$ cat src/rtl/lprt_pkg.sv
`timescale 1ns / 1ps
// lprt_pkg: shared types, codes and helpers for the longest prefix route table
// no dependencies

package lprt_pkg;

  // operation codes
  localparam logic [1:0] OP_ADD    = 2'd0;
  localparam logic [1:0] OP_DELETE = 2'd1;
  localparam logic [1:0] OP_LOOKUP = 2'd2;

  // result status codes
  localparam logic [1:0] STAT_OK      = 2'd0;
  localparam logic [1:0] STAT_PRESENT = 2'd1;
  localparam logic [1:0] STAT_FULL    = 2'd2;
  localparam logic [1:0] STAT_NONE    = 2'd3;

  // configuration register indexes
  localparam logic [7:0] CFG_DEFAULT_INTERFACE = 8'd0;
  localparam logic [7:0] CFG_DEFAULT_NEXT_HOP  = 8'd1;

  localparam logic [5:0] MAX_LEN = 6'd32;

  typedef struct packed {
    logic [1:0]  op;
    logic [31:0] address;
    logic [5:0]  prefix_length;
    logic [7:0]  egress_interface;
    logic [31:0] hop_address;
  } lprt_cmd_t;

  typedef struct packed {
    logic [1:0]  status;
    logic        matched;
    logic [5:0]  matched_length;
    logic [7:0]  route_interface;
    logic [31:0] route_next_hop;
  } lprt_result_t;

  typedef enum logic [2:0] {
    SCAN_CLEAR,
    SCAN_IDLE,
    SCAN_READ,
    SCAN_LAST,
    SCAN_DONE
  } lprt_state_t;

  // leading-ones mask for a prefix length of 0 to 32
  function automatic logic [31:0] len_mask(input logic [5:0] len);
    len_mask = ~(32'hFFFF_FFFF >> len);
  endfunction

endpackage

$ cat src/rtl/lprt_scan.sv
`timescale 1ns / 1ps
// lprt_scan: sequencer that clears the table, scans every entry per operation
// and writes back add/delete updates; depends on lprt_pkg

module lprt_scan import lprt_pkg::*; #(
  parameter int TABLE_DEPTH    = 64,
  parameter int INTERFACE_BITS = 8,
  localparam int AW = $clog2(TABLE_DEPTH),
  localparam int EW = 1 + 32 + 6 + INTERFACE_BITS + 32
) (
  input  logic          clk,
  input  logic          rst_n,
  input  logic          in_valid,
  output logic          in_ready,
  input  lprt_cmd_t     cmd,
  input  logic [7:0]    def_if,
  input  logic [31:0]   def_hop,
  input  logic          out_space,
  output logic          done,
  output lprt_result_t  res,
  output logic          mem_we,
  output logic [AW-1:0] mem_waddr,
  output logic [EW-1:0] mem_wdata,
  output logic [AW-1:0] mem_raddr,
  input  logic [EW-1:0] mem_rdata
);

  localparam logic [AW-1:0] LastIdx = AW'(TABLE_DEPTH - 1);

  lprt_state_t state_r, state_nxt;
  logic [AW-1:0] ridx_r;
  logic [AW-1:0] didx_r;
  logic          rvalid_r;

  // captured command
  logic [1:0]                op_r;
  logic [31:0]               addr_r;
  logic [31:0]               key_r;
  logic [5:0]                len_r;
  logic [INTERFACE_BITS-1:0] if_r;
  logic [31:0]               hop_r;

  // scan accumulators
  logic                      hit_r;
  logic [AW-1:0]             hit_idx_r;
  logic                      free_r;
  logic [AW-1:0]             free_idx_r;
  logic                      best_r;
  logic [5:0]                best_len_r;
  logic [INTERFACE_BITS-1:0] best_if_r;
  logic [31:0]               best_hop_r;

  // entry fields from the read port
  logic                      rd_valid;
  logic [31:0]               rd_prefix;
  logic [5:0]                rd_len;
  logic [INTERFACE_BITS-1:0] rd_if;
  logic [31:0]               rd_hop;

  logic [5:0] in_len;
  logic       exact;
  logic       dest_hit;
  logic       longer;
  logic       accept;

  assign {rd_valid, rd_prefix, rd_len, rd_if, rd_hop} = mem_rdata;

  // saturate length on the incoming command
  assign in_len = (cmd.prefix_length > MAX_LEN) ? MAX_LEN : cmd.prefix_length;
  assign accept = in_valid && in_ready;

  // per-entry compare
  assign exact    = rd_valid && (rd_prefix == key_r) && (rd_len == len_r);
  assign dest_hit = rd_valid && ((addr_r & len_mask(rd_len)) == rd_prefix);
  assign longer   = !best_r || (rd_len > best_len_r);

  // next state
  always_comb begin
    state_nxt = state_r;
    case (state_r)
      SCAN_CLEAR: begin
        if (ridx_r == LastIdx) state_nxt = SCAN_IDLE;
      end
      SCAN_IDLE: begin
        if (in_valid) state_nxt = SCAN_READ;
      end
      SCAN_READ: begin
        if (ridx_r == LastIdx) state_nxt = SCAN_LAST;
      end
      SCAN_LAST: begin
        state_nxt = SCAN_DONE;
      end
      SCAN_DONE: begin
        if (out_space) state_nxt = SCAN_IDLE;
      end
      default: begin
        state_nxt = SCAN_CLEAR;
      end
    endcase
  end

  // outputs: handshake, memory port, result
  always_comb begin
    in_ready  = 1'b0;
    done      = 1'b0;
    mem_we    = 1'b0;
    mem_waddr = ridx_r;
    mem_wdata = '0;
    mem_raddr = ridx_r;
    res       = '0;
    case (state_r)
      SCAN_CLEAR: begin
        mem_we = 1'b1;
      end
      SCAN_IDLE: begin
        in_ready = 1'b1;
      end
      SCAN_DONE: begin
        done = out_space;
        case (op_r)
          OP_ADD: begin
            if (hit_r) begin
              res.status = STAT_PRESENT;
            end else if (free_r) begin
              res.status = STAT_OK;
              mem_we     = out_space;
              mem_waddr  = free_idx_r;
              mem_wdata  = {1'b1, key_r, len_r, if_r, hop_r};
            end else begin
              res.status = STAT_FULL;
            end
          end
          OP_DELETE: begin
            if (hit_r) begin
              res.status = STAT_OK;
              mem_we     = out_space;
              mem_waddr  = hit_idx_r;
            end else begin
              res.status = STAT_NONE;
            end
          end
          OP_LOOKUP: begin
            res.status  = STAT_OK;
            res.matched = best_r;
            if (best_r) begin
              res.matched_length  = best_len_r;
              res.route_interface = 8'(best_if_r);
              res.route_next_hop  = best_hop_r;
            end else begin
              res.route_interface = def_if;
              res.route_next_hop  = def_hop;
            end
          end
          default: begin
            res = '0;
          end
        endcase
      end
      default: begin
      end
    endcase
  end

  // control state
  always_ff @(posedge clk) begin
    if (!rst_n) begin
      state_r  <= SCAN_CLEAR;
      ridx_r   <= '0;
      rvalid_r <= 1'b0;
    end else begin
      state_r  <= state_nxt;
      rvalid_r <= (state_r == SCAN_READ);
      if (state_r == SCAN_CLEAR || state_r == SCAN_READ) begin
        ridx_r <= (ridx_r == LastIdx) ? '0 : ridx_r + 1'b1;
      end
    end
  end

  // command capture and scan accumulation
  always_ff @(posedge clk) begin
    didx_r <= ridx_r;
    if (accept) begin
      op_r   <= cmd.op;
      addr_r <= cmd.address;
      key_r  <= cmd.address & len_mask(in_len);
      len_r  <= in_len;
      if_r   <= INTERFACE_BITS'(cmd.egress_interface);
      hop_r  <= cmd.hop_address;
      hit_r  <= 1'b0;
      free_r <= 1'b0;
      best_r <= 1'b0;
    end else if (rvalid_r) begin
      // first exact match
      if (exact && !hit_r) begin
        hit_r     <= 1'b1;
        hit_idx_r <= didx_r;
      end
      // lowest free slot
      if (!rd_valid && !free_r) begin
        free_r     <= 1'b1;
        free_idx_r <= didx_r;
      end
      // longest matching prefix so far
      if (dest_hit && longer) begin
        best_r     <= 1'b1;
        best_len_r <= rd_len;
        best_if_r  <= rd_if;
        best_hop_r <= rd_hop;
      end
    end
  end

endmodule

$ cat config.mk
export PLATFORM = sky130hd
export DESIGN_NAME = lprt_scan
export DESIGN_NICKNAME = d
export VERILOG_FILES = /design/src/rtl/lprt_pkg.sv /design/src/rtl/lprt_scan.sv
export SDC_FILE = /design/constraint.sdc
export NUM_CORES = 1
export LEC_CHECK = 0
export BUFFER_PORTS_ARGS = -buffer_cell sky130_fd_sc_hd__buf_2
export CAP_MARGIN = 20
export CORE_MARGIN = 4
export CORE_UTILIZATION = 40
export CTS_BUF_LIST = sky130_fd_sc_hd__clkbuf_4
export DETAILED_ROUTE_END_ITERATION = 6
export GPL_ROUTABILITY_DRIVEN = 0
export PLACE_DENSITY = 0.67
export SYNTH_ARGS = -nofsm -noshare
export SYNTH_HDL_FRONTEND = slang
export SYNTH_SLANG_ARGS = --single-unit
export TNS_END_PERCENT = 10
$ cat constraint.sdc
create_clock -name clk -period 5.7 [get_ports clk]
set_input_delay 0.57 -clock clk [delete_from_list [all_inputs] [get_ports clk]]
set_output_delay 0.57 -clock clk [all_outputs]
set_load 0.05 [all_outputs]
After elaboration in Yosys (flattened, before gate mapping)
Cells that the tools add are included.
{"block": "classes", "bitwise": 5, "n_eq_ne": 14, "n_reduce_logical": 22, "n_lt_le_gt_ge": 2, "multipliers": 0, "muxes": 31, "n_shift": 2, "n_addsub": 1, "div": 0}
{"operator": "$mux 79", "count": 4}
{"operator": "$and 32x32->32", "count": 2}
{"operator": "$eq 32x32->1", "count": 2}
{"operator": "$not 32->32", "count": 2}
{"operator": "$shr 32x6->32 const A", "count": 2}
{"operator": "$mux 49", "count": 1}
{"operator": "$mux 47", "count": 1}
{"operator": "$mux 6", "count": 7}
{"operator": "$mux 40", "count": 1}
{"operator": "$pmux 3 s5", "count": 1}
{"operator": "$mux 3", "count": 4}
{"operator": "$pmux 6 s2", "count": 1}
{"operator": "$reduce_and 3->1", "count": 3}
{"operator": "$ne 2x2->1 const B", "count": 4}
{"operator": "$logic_and 1x1->1", "count": 7}
{"operator": "$add 6x1->6 const B", "count": 1}
{"operator": "$eq 3x2->1 const B", "count": 2}
{"operator": "$eq 6x6->1", "count": 1}
{"operator": "$eq 6x6->1 const B", "count": 1}
{"operator": "$gt 6x6->1", "count": 1}
{"operator": "$gt 6x6->1 const B", "count": 1}
{"operator": "$mux 2", "count": 3}
{"operator": "$reduce_and 2->1", "count": 3}
{"operator": "$mux 1", "count": 5}
{"operator": "other kinds (12)", "count": 17}
{"block": "totals", "latchBits": 0, "in_bits": 203, "ramBits": 0, "output_inout_bits": 143, "mem_count": 0, "register_bits": 189, "wordCells": 95, "mem_bits_ro": 0}

Longest topological paths before layout
Gate-level depths: netlist of the first run.
{"block": "logic_depth", "word_depth": 7, "depth_mapped": 9, "mapped_depth_nobuf": 8}

Least setup slack after synthesis of the first run
OpenSTA, ideal clock, no wires.
{"block": "synth_timing", "path_type": "input -> register", "from": "in mem_rdata[42]", "to": "reg best_hop_r[0], enable pin", "t_arrival_ns": 5.254, "n_path_buf": 1, "t_required_ns": 5.211, "cell_stages": 7, "setup_slack_ns": -0.043, "setup_ns": 0.489, "cell_sequence": "buf_6 -> or4_4 -> nand3_2 -> o211ai_2 -> or4_1 -> or4_1 -> a2111oi_2"}
{"block": "synth_via", "elab_chain_cells": 7, "elab_cells_between_ends": 9, "cone_classes": "1 x order compare; 1 x eq/ne; 1 x shift; 2 x bitwise; 4 x reduce/logical"}
{"item": "start, declared", "line": "lprt_scan.sv:25", "text": "input logic [EW-1:0] mem_rdata"}
{"item": "$shr 32x6->32", "line": "lprt_pkg.sv:50", "text": "len_mask = ~(32'hFFFF_FFFF >> len);"}
{"item": "$not 32->32", "line": "lprt_pkg.sv:50"}
{"item": "$and 32x32->32", "line": "lprt_scan.sv:74", "text": "assign dest_hit = rd_valid && ((addr_r & len_mask(rd_len)) == rd_prefix);"}
{"item": "$eq 32x32->1", "line": "lprt_scan.sv:74"}
{"item": "$logic_and 1x1->1", "line": "lprt_scan.sv:74"}
{"item": "$logic_and 1x1->1 (*)", "line": "lprt_scan.sv:204", "text": "if (dest_hit && longer) begin"}
{"item": "$reduce_and 3->1 (no source line) (*)"}
{"item": "end signal, assigned", "line": "lprt_scan.sv:208", "text": "best_hop_r <= rd_hop;"}
{"item": "end, declared", "line": "lprt_scan.sv:51", "text": "logic [31:0] best_hop_r;"}
Every way passes the cells marked *; elsewhere a longest branch is shown, timed or not.
A chain may end at the register's enable or synchronous reset.

Worst setup path in the final report of the first run
{"block": "layout_timing", "from": "reg op_r[0]", "to": "out mem_wdata[40]"}
{"block": "layout_via", "elab_chain_cells": 3}
{"item": "start, declared", "line": "lprt_scan.sv:36", "text": "logic [1:0] op_r;"}
{"item": "start signal, assigned", "line": "lprt_scan.sv:183", "text": "op_r <= cmd.op;"}
{"item": "$logic_not 2->1", "line": "lprt_scan.sv:120", "text": "case (op_r)"}
{"item": "$mux 79", "line": "lprt_scan.sv:120"}
{"item": "$mux 79", "line": "lprt_scan.sv:111", "text": "case (state_r)"}
{"item": "end, declared", "line": "lprt_scan.sv:23", "text": "output logic [EW-1:0] mem_wdata,"}
No other way between the ends.

==> run_results.csv, run 1 <==
group,metric,value,unit
run_status,outcome,"finished, final reports clean",
pwr,switching_power,620,µW
timing,fin_setup_tns,0,ns
hold_path,hold_path_class,"input port to register",
timing,hold-worst-slack,0.162,ns
synthesis,ys_seq_area_share,58.6,%
global_routing,grt_usage,20.7,%
clocking,cts_setup_buffers,0,
timing,period_needed,3.74,ns
route,via_count,7473,
synthesis,syn_nets,993,
clocking,clk_path_buf_depth,2,
synthesis,synth.most_common_cell,"edfxtp_1",
synthesis,async_flop_share,0,%
final_layout,fill_cells,2140,
hold_path,holdPathStages,1,
pwr,p_leak,4.85,nW
place,placed_area,0.0114,mm²
synthesis,ys_warn_count,0,
route,drc,0,
route,firstDrtPassIters,5,
timing,slew_violations,0,
synthesis,synth-edff-count,170,
synthesis,synthCells,783,
pwr,p_per_area,212,mW/mm²
pwr,power,2.47,mW
global_routing,grt_pass1_vias,7339,
setup_path,arrival,3.17,ns
die,coreArea,0.0228,mm²
final_layout,area_growth,24.3,%
setup_path,path_class,"register to output port",
clocking,clock_latency,0.58,ns
clocking,cts_hold_buf,0,
route,met3_wirelength,2500,µm
synthesis,yosys-top-cells-count,"170 x edfxtp_1, 87 x and2_1, 54 x nor2_1",
synthesis,yosys-top-cells-area,"edfxtp_1 55%, and2_1 5.8%, xor2_1 4.4%",
timing,hold_viol,0,
synthesis,postSynthAreaPerCell,11.9,µm²
pwr,p_int,1.85,mW
clocking,cts_buffers,17,
route,ant_nets,0,
die,start_util,40.9,%
setup_path,cp-start-kind,"register",
synthesis,ys.flop_type,"edfxtp_1",
global_routing,gr-total-overflow,0,
synthesis,synth_top_area_share,54.6,%
timing,tightestPinTransition,0.916,ns
final_layout,utilization,50.9,%
timing,min_period_over_period,65.5,%
place,port_buffers,345,
run,maxCapViolCount,0,
synthesis,synth_top_area_cell,"edfxtp_1",
route,via_per_inst,5.21,
die,row_count,55,
place,place_ws,1.73,ns
route,wl_met1,11300,µm
setup_path,required,5.13,ns
final_layout,fin_cells,1435,
final_layout,final_area,0.0116,mm²
setup_path,end_kind,"output port",
pwr,power_switching_share,25.1,%
route,drt_iter0_markers,652,
timing,fin_skew,0.0333,ns
clocking,htreeDepth,4,
route,wire_per_inst,19.6,µm
setup_path,ff2ff_path_depth,7,
final_layout,drive_gt1_share,35.3,%
timing,fin_ws,1.96,ns
pwr,power_frac_comb,9.4,%
global_routing,antenna_found_initial,5,
timing,fmax,268,MHz
timing,rsz0062_at_grt,"no",
pwr,vdd.ir_drop.worst,0.000124,V
pwr,seq_power_share,61.4,%
timing,max-slew-margin-rel,38.4,%
timing,finalSetupViolCount,0,
clocking,clkTransAtPathRegs,0.16,ns
global_routing,grt_pass1_wl,41500,µm
die,die_x,161,µm
die,die_area,0.0259,mm²
synthesis,ys_types,67,
final_layout,fin_nets,1317,
place,dp_cells,1400,
synthesis,syn_area,0.00935,mm²
global_routing,grt_max_degree,80,
setup_path,cp_max_fo,79,
clocking,cts_sinks,189,
die,ioPinCount,346,
place,dp_hpwl,21100,µm
route,wirelength,28100,µm
clocking,cts.repair.resized,0,
pwr,clkPwrFrac,29.3,%
route,dr_wl_met2,13700,µm
clocking,cts_tree,"done",
synthesis,ys_seq_elements,189,
die,die_y,161,µm
route,top_layer,"met5",
clocking,clock-root-buffer,"clkbuf_4",
==> power by group through the flow <==
| stage | registers [mW] | logic [mW] | clock network (mW) |
|---|---|---|---|
| global route | 1.52 | 0.253 | 0.794 |
| global placement | 1.55 | 0.226 | 0 |
| detailed placement | 1.55 | 0.229 | 0 |
| finish | 1.52 | 0.232 | 0.722 |
| CTS | 1.52 | 0.231 | 0.742 |
| floorplan | 1.55 | 0.106 | 0 |
==> cell type report <==
type                            count  area, µm²  area share [%]
Inverter                           20       77.6           0.667
Tap cell                          313        392            3.37
Multi-Input combinational cell    527       3620            31.2
Sequential cell                   189       5490            47.2
Clock buffer                       20        150            1.29
Clock inverter                     12        115           0.990
Antenna cell                        2       5.00          0.0430
Timing Repair Buffer              352       1780            15.3
==> worst paths after layout <==
check / from / end / slack, ns
setup / recovery: op_r[0] / mem_wdata[40] / 1.96
hold / removal: mem_rdata[39] / best_if_r[7] / 0.16
setup reg to reg: state_r[2] / best_if_r[3] / 2.15
hold reg to reg: didx_r[3] / hit_idx_r[3] / 0.43
==> sequential cells by signal, summed over array words and instances, names as in the netlist <==
register    flops
free_r          1
op_r            2
hit_idx_r       6
state_r         3
best_len_r      6
rvalid_r        1
free_idx_r      6
didx_r          6
best_if_r       8
len_r           6
addr_r         32
key_r          32
hit_r           1
hop_r          32
best_hop_r     32
mem_raddr       6
if_r            8
best_r          1
==> placed cells by master (no fill, tap or decap), types with 9 or more instances in the layout <==
cell type / count
mux2i_1: 40
a21oi_1: 10
edfxtp_1: 170
nor4_1: 11
nand4_1: 9
nand3_1: 11
nor2b_1: 29
nand2_1: 25
buf_2: 346
clkbuf_4: 20
and2_1: 87
nor2_1: 54
a21boi_0: 18
dfxtp_1: 18
o21ai_0: 32
inv_1: 19
xor2_1: 47
and3_1: 16
o21a_1: 12
==> cells by family (layout without fill, tap and decap cells) <==
group           count (synthesis)  count (layout)  share of synthesized area, %
fa+ha+maj                       7               7                         0.936
flops                         189             189                          58.6
compound gates                135             135                          10.5
buf+inv                        67             404                          2.84
simple gates                  292             292                          17.8
mux                            40              40                          4.28
xor+xnor                       53              53                          4.96
other cells                     0               2                             0
==> metal layers <==
metal	GRT usage [%]	up-vias
met4	5.70	6
met5	0	-
met3	5.31	47
met2	34.9	388
li1	-	3525
met1	26.7	3507
==> critical path, cell delays in order (launching register included) <==
cell      delay, ns
edfxtp_1       0.60
nor2b_1        0.20
nor2b_1        0.51
nor2b_4        0.25
buf_4          0.49
and2_1         0.23
buf_2          0.26
(Power assumes the default switching activity.)
==> run 2, diff against run 1 <==
==> constraint.sdc (replaced) <==
create_clock -name clk -period 3.4 [get_ports clk]
set_input_delay 0.34 -clock clk [delete_from_list [all_inputs] [get_ports clk]]
set_output_delay 0.34 -clock clk [all_outputs]
set_load 0.05 [all_outputs]
==> run 2 against run 1 <==
Cell area increased by 12%. Non-clock buffer count increased by 130. Worst hold slack got worse by 0.11 ns. Core utilization is 6.1 points higher. Clock skew shrank 0.014 ns. Die area unchanged. Cell count rose by 9.2%. Critical path depth up 1. Clock power increased by 93%. Sequential share of layout area is 5.0 points lower. First-iteration DRC count down 18%. Sequential power rose by 67%. Critical endpoint is now best_hop_r[31].
==> run_results.csv, run 2 (synthesis gave the netlist of run 1 again) <==
group,metric,value,unit
run_status,outcome,"finished, final reports clean",
setup_path,end_kind,"register",
clocking,cts.repair.resized,0,
final_layout,fill_cells,1974,
clocking,cts_tree,"done",
die,die_x,161,µm
timing,hold_viol,0,
timing,max-slew-margin-rel,41.3,%
global_routing,antenna_found_initial,6,
route,drc,0,
die,row_count,55,
global_routing,grt_pass1_vias,8219,
die,die_area,0.0259,mm²
timing,fin_setup_tns,0,ns
place,dp_cells,1416,
hold_path,hold_path_class,"input port to register",
clocking,clk_path_buf_depth,2,
final_layout,layout_commonest_cell,"buf_2",
die,ioPinCount,346,
setup_path,ff2ff_path_depth,7,
final_layout,layout_common_cells,"345 x buf_2, 170 x edfxtp_1, 115 x dlygate4sd3_1, 87 x and2_1, 54 x nor2_1",
global_routing,grt_max_degree,80,
setup_path,cp-start-kind,"register",
final_layout,fin_cells,1567,
run,maxCapViolCount,0,
timing,tightestPinTransition,0.878,ns
timing,fin_ws,0.379,ns
final_layout,fin_nets,1447,
route,via_per_inst,5.12,
timing,fmax,331,MHz
die,coreArea,0.0228,mm²
route,firstDrtPassIters,5,
place,placed_area,0.0115,mm²
clocking,cts_setup_buffers,0,
die,die_y,161,µm
pwr,vdd.ir_drop.worst,0.000234,V
route,via_count,8024,
timing,fin_skew,0.0197,ns
route,ant_nets,0,
place,dp_hpwl,21500,µm
timing,finalSetupViolCount,0,
clocking,clock-root-buffer,"clkbuf_4",
pwr,power,4.44,mW
route,drt_iter0_markers,534,
die,start_util,40.9,%
clocking,htreeDepth,4,
hold_path,hp-start,"mem_rdata[78]",
timing,slew_violations,0,
timing,period_needed,3.02,ns
clocking,clock_latency,0.60,ns
global_routing,gr-total-overflow,0,
setup_path,arrival,3.31,ns
setup_path,rrSetupSlack,0.38,ns
pwr,p_per_area,342,mW/mm²
final_layout,utilization,56.9,%
setup_path,cp_max_fo,46,
final_layout,drive_gt1_share,33.1,%
final_layout,area_growth,39.1,%
setup_path,cp-endpoint,"best_hop_r[31]",
setup_path,path_class,"register to register",
setup_path,required,3.69,ns
place,port_buffers,345,
timing,min_period_over_period,88.9,%
clocking,cts_sinks,189,
route,wire_per_inst,18.8,µm
clocking,cts_buffers,17,
timing,rsz0062_at_grt,"no",
pwr,p_leak,5.45,nW
clocking,clkTransAtPathRegs,0.16,ns
setup_path,rr_endpoint,"best_hop_r[31]",
setup_path,timing.rr.start,"addr_r[29]",
final_layout,final_area,0.0130,mm²
place,place_ws,0.144,ns
route,wirelength,29500,µm
setup_path,cp-startpoint,"addr_r[29]",
global_routing,grt_pass1_wl,45700,µm
timing,hold-worst-slack,0.0565,ns
global_routing,grt_usage,22.4,%
run 2: cell count changes in the layout (fill, tap and decap cells not counted), sizes merged:
cell and delta:
diode +2, clkbuf -2, inv +4, dlygate4sd3 +115
clkinvlp -1, bufinv +1, buf +15, clkinv -2
run 2: per-layer routing:
metal | GRT usage, % | routed length (µm) | vias to the layer above
met2 | 38.0 | 14500 | 401
li1 | - | - | 3785
met1 | 28.2 | 11700 | 3783
met4 | 7.56 | 825 | 4
met3 | 5.47 | 2400 | 51
met5 | 0 | 25 | -
run 2: area by class of cell:
type	instances	area, µm²	share of cell area [%]
well taps	313	392	3.01
repair buffers	482	3080	23.7
diodes	4	10.0	0.0769
inverters	20	77.6	0.596
multi-input cells	527	3630	27.9
clock buffers	18	135	1.04
flip-flops and latches	189	5490	42.2
clock inverters	14	200	1.54
run 2: worst min-delay path by stage:
stage	to	slack (ns)	cells past startpoint
floorplan	free_idx_r[0]	0.40	0
global placement	free_idx_r[0]	0.40	0
detailed placement	hit_idx_r[1]	0.41	0
CTS	free_r	0.02	4
global route	best_len_r[0]	0.03	1
finish	free_r	0.06	4
run 2: repair_timing:
action                                  CTS  global route
endpoints found under the setup margin    0             0
endpoints found under the hold margin   118             0
hold buffers                            115             0
run 2: report_power, final:
| group | total [mW] | internal [mW] | switching (mW) | leakage (nW) |
|---|---|---|---|---|
| sequential | 2.54 | 2.53 | 0.00792 | 1.68 |
| clock | 1.39 | 0.495 | 0.899 | 0.179 |
| combinational | 0.508 | 0.265 | 0.244 | 3.60 |
run 2: critical path, stage by stage (launching register included):
cell	delay, ns
edfxtp_1	0.46
nor2b_1	0.07
a2111oi_0	0.42
nand4_1	0.19
or4_1	0.50
or4_4	0.51
a2111oi_4	0.26
buf_12	0.29
==> run 3, diff against run 2 <==
--- a/config.mk
+++ b/config.mk
@@ -5,7 +5,7 @@
 export SDC_FILE = /design/constraint.sdc
 export NUM_CORES = 1
 export LEC_CHECK = 0
-export BUFFER_PORTS_ARGS = -buffer_cell sky130_fd_sc_hd__buf_2
+export BUFFER_PORTS_ARGS = -buffer_cell sky130_fd_sc_hd__clkbuf_2
 export CAP_MARGIN = 20
 export CORE_MARGIN = 4
 export CORE_UTILIZATION = 40
@@ -13,6 +13,7 @@
 export DETAILED_ROUTE_END_ITERATION = 6
 export GPL_ROUTABILITY_DRIVEN = 0
 export PLACE_DENSITY = 0.67
+export SLEW_MARGIN = 5
 export SYNTH_ARGS = -nofsm -noshare
 export SYNTH_HDL_FRONTEND = slang
 export SYNTH_SLANG_ARGS = --single-unit
==> run 3 against run 2 <==
Die area did not move. Clock skew is 0.0061 ns higher. Critical path depth rose by 3. Non-clock buffer count grew 2. Fmax fell by 4.8%. Wire length fell by 0.17%. Critical endpoint is now best_hop_r[28].
==> run_results.csv, run 3 (synthesis gave the netlist of run 1 again) <==
group,metric,value,unit
clocking,cts_sinks,189,
pwr,power_switching_share,25.8,%
pwr,vdd.ir_drop.worst,0.000209,V
clocking,cts.repair.resized,0,
final_layout,area_growth,38.6,%
die,die_area,0.0259,mm²
clocking,clkTransAtPathRegs,0.17,ns
global_routing,gr-total-overflow,0,
place,place_ws,0.148,ns
timing,tightestPinTransition,0.915,ns
global_routing,grt_usage,22.0,%
pwr,power_frac_comb,12.0,%
timing,fin_ws,0.227,ns
global_routing,grt_pass1_wl,44600,µm
timing,finalSetupViolCount,0,
die,start_util,40.9,%
clocking,htreeDepth,4,
route,drt_iter0_markers,492,
route,via_per_inst,5.12,
hold_path,hold_path_class,"input port to register",
run,maxCapViolCount,0,
setup_path,required,3.66,ns
global_routing,grt_max_degree,80,
pwr,clkPwrFrac,28.9,%
final_layout,multi_input_area,0.00363,mm²
final_layout,fin_cells,1567,
die,coreArea,0.0228,mm²
final_layout,utilization,56.7,%
global_routing,antenna_found_initial,5,
run_status,outcome,"finished, final reports clean",
timing,slew_violations,0,
timing,fmax,315,MHz
route,firstDrtPassIters,6,
die,die_y,161,µm
timing,rsz0062_at_grt,"no",
setup_path,cp-start-kind,"input port",
clocking,cts_buffers,17,
final_layout,layout_common_cells,"345 x clkbuf_2, 170 x edfxtp_1, 115 x dlygate4sd3_1, 87 x and2_1, 54 x nor2_1",
final_layout,final_area,0.0130,mm²
route,ant_nets,0,
final_layout,drive_gt1_share,33.1,%
final_layout,fill_cells,2024,
route,wire_per_inst,18.8,µm
timing,hold-worst-slack,0.0520,ns
timing,period_needed,3.17,ns
timing,hold_viol,0,
die,ioPinCount,346,
pwr,power,4.29,mW
clocking,cts_hold_buf,115,
setup_path,arrival,3.44,ns
global_routing,grt_pass1_vias,8138,
setup_path,cp_max_fo,46,
place,dp_hpwl,21800,µm
final_layout,layout_commonest_cell,"clkbuf_2",
pwr,seq_power_share,59.2,%
die,row_count,55,
pwr,p_leak,5.35,nW
setup_path,end_kind,"register",
timing,min_period_over_period,93.3,%
pwr,p_per_area,331,mW/mm²
clocking,cts_setup_buffers,0,
timing,fin_setup_tns,0,ns
clocking,clock_latency,0.58,ns
setup_path,path_class,"input port to register",
final_layout,seq_area,0.00549,mm²
pwr,p_int,3.19,mW
place,dp_cells,1418,
clocking,cts_tree,"done",
route,drc,0,
place,placed_area,0.0115,mm²
route,via_count,8018,
clocking,clk_path_buf_depth,2,
route,wirelength,29400,µm
timing,max-slew-margin-rel,38.8,%
pwr,switching_power,1.11,mW
die,die_x,161,µm
timing,fin_skew,0.0258,ns
clocking,clock-root-buffer,"clkbuf_4",
final_layout,fin_nets,1449,
place,port_buffers,345,
run 3: path summary, 6_finish.rpt:
| check | slack [ns] | depth (start not counted) | from | end |
|---|---|---|---|---|
| setup / recovery | 0.23 | 10 | mem_rdata[41] | best_hop_r[28] |
| hold / removal | 0.05 | 3 | rst_n | mem_raddr[0] |
| setup reg to reg | 0.41 | 7 | addr_r[15] | best_hop_r[28] |
| hold reg to reg | 0.45 | 0 | didx_r[1] | hit_idx_r[1] |
run 3: power by group through the flow:
stage / combinational, mW / clock, mW / sequential, mW
detailed placement: 0.398 / 0 / 2.59
global route: 0.557 / 1.36 / 2.54
CTS: 0.509 / 1.27 / 2.54
finish: 0.513 / 1.24 / 2.54
floorplan: 0.178 / 0 / 2.60
global placement: 0.393 / 0 / 2.59
run 3: cell type report:
| class | count | share of cell area (%) |
|---|---|---|
| multi-input combinational | 527 | 28.0 |
| sequential | 189 | 42.3 |
| clock inverter | 15 | 1.18 |
| clock buffer | 17 | 0.984 |
| inverter | 20 | 0.598 |
| antenna | 2 | 0.0386 |
| timing repair buffer | 484 | 23.9 |
| tap | 313 | 3.02 |
run 3: layer usage:
layer / share of wire (%) / wire [µm] / track usage [%]
met4: 2.5 / 726 / 6.86
met3: 8.3 / 2430 / 5.93
met1: 40 / 11600 / 27.1
met2: 50 / 14600 / 38.0
met5: 0.14 / 40 / 0
run 3: worst max-delay path, stage by stage:
cell	delay [ns]
dlygate4sd3_1	0.53
clkbuf_2	0.15
buf_4	0.26
o21ai_0	0.15
a311o_1	0.37
a2111o_1	0.32
nand3b_1	0.17
or4_4	0.55
a2111oi_4	0.26
buf_12	0.29
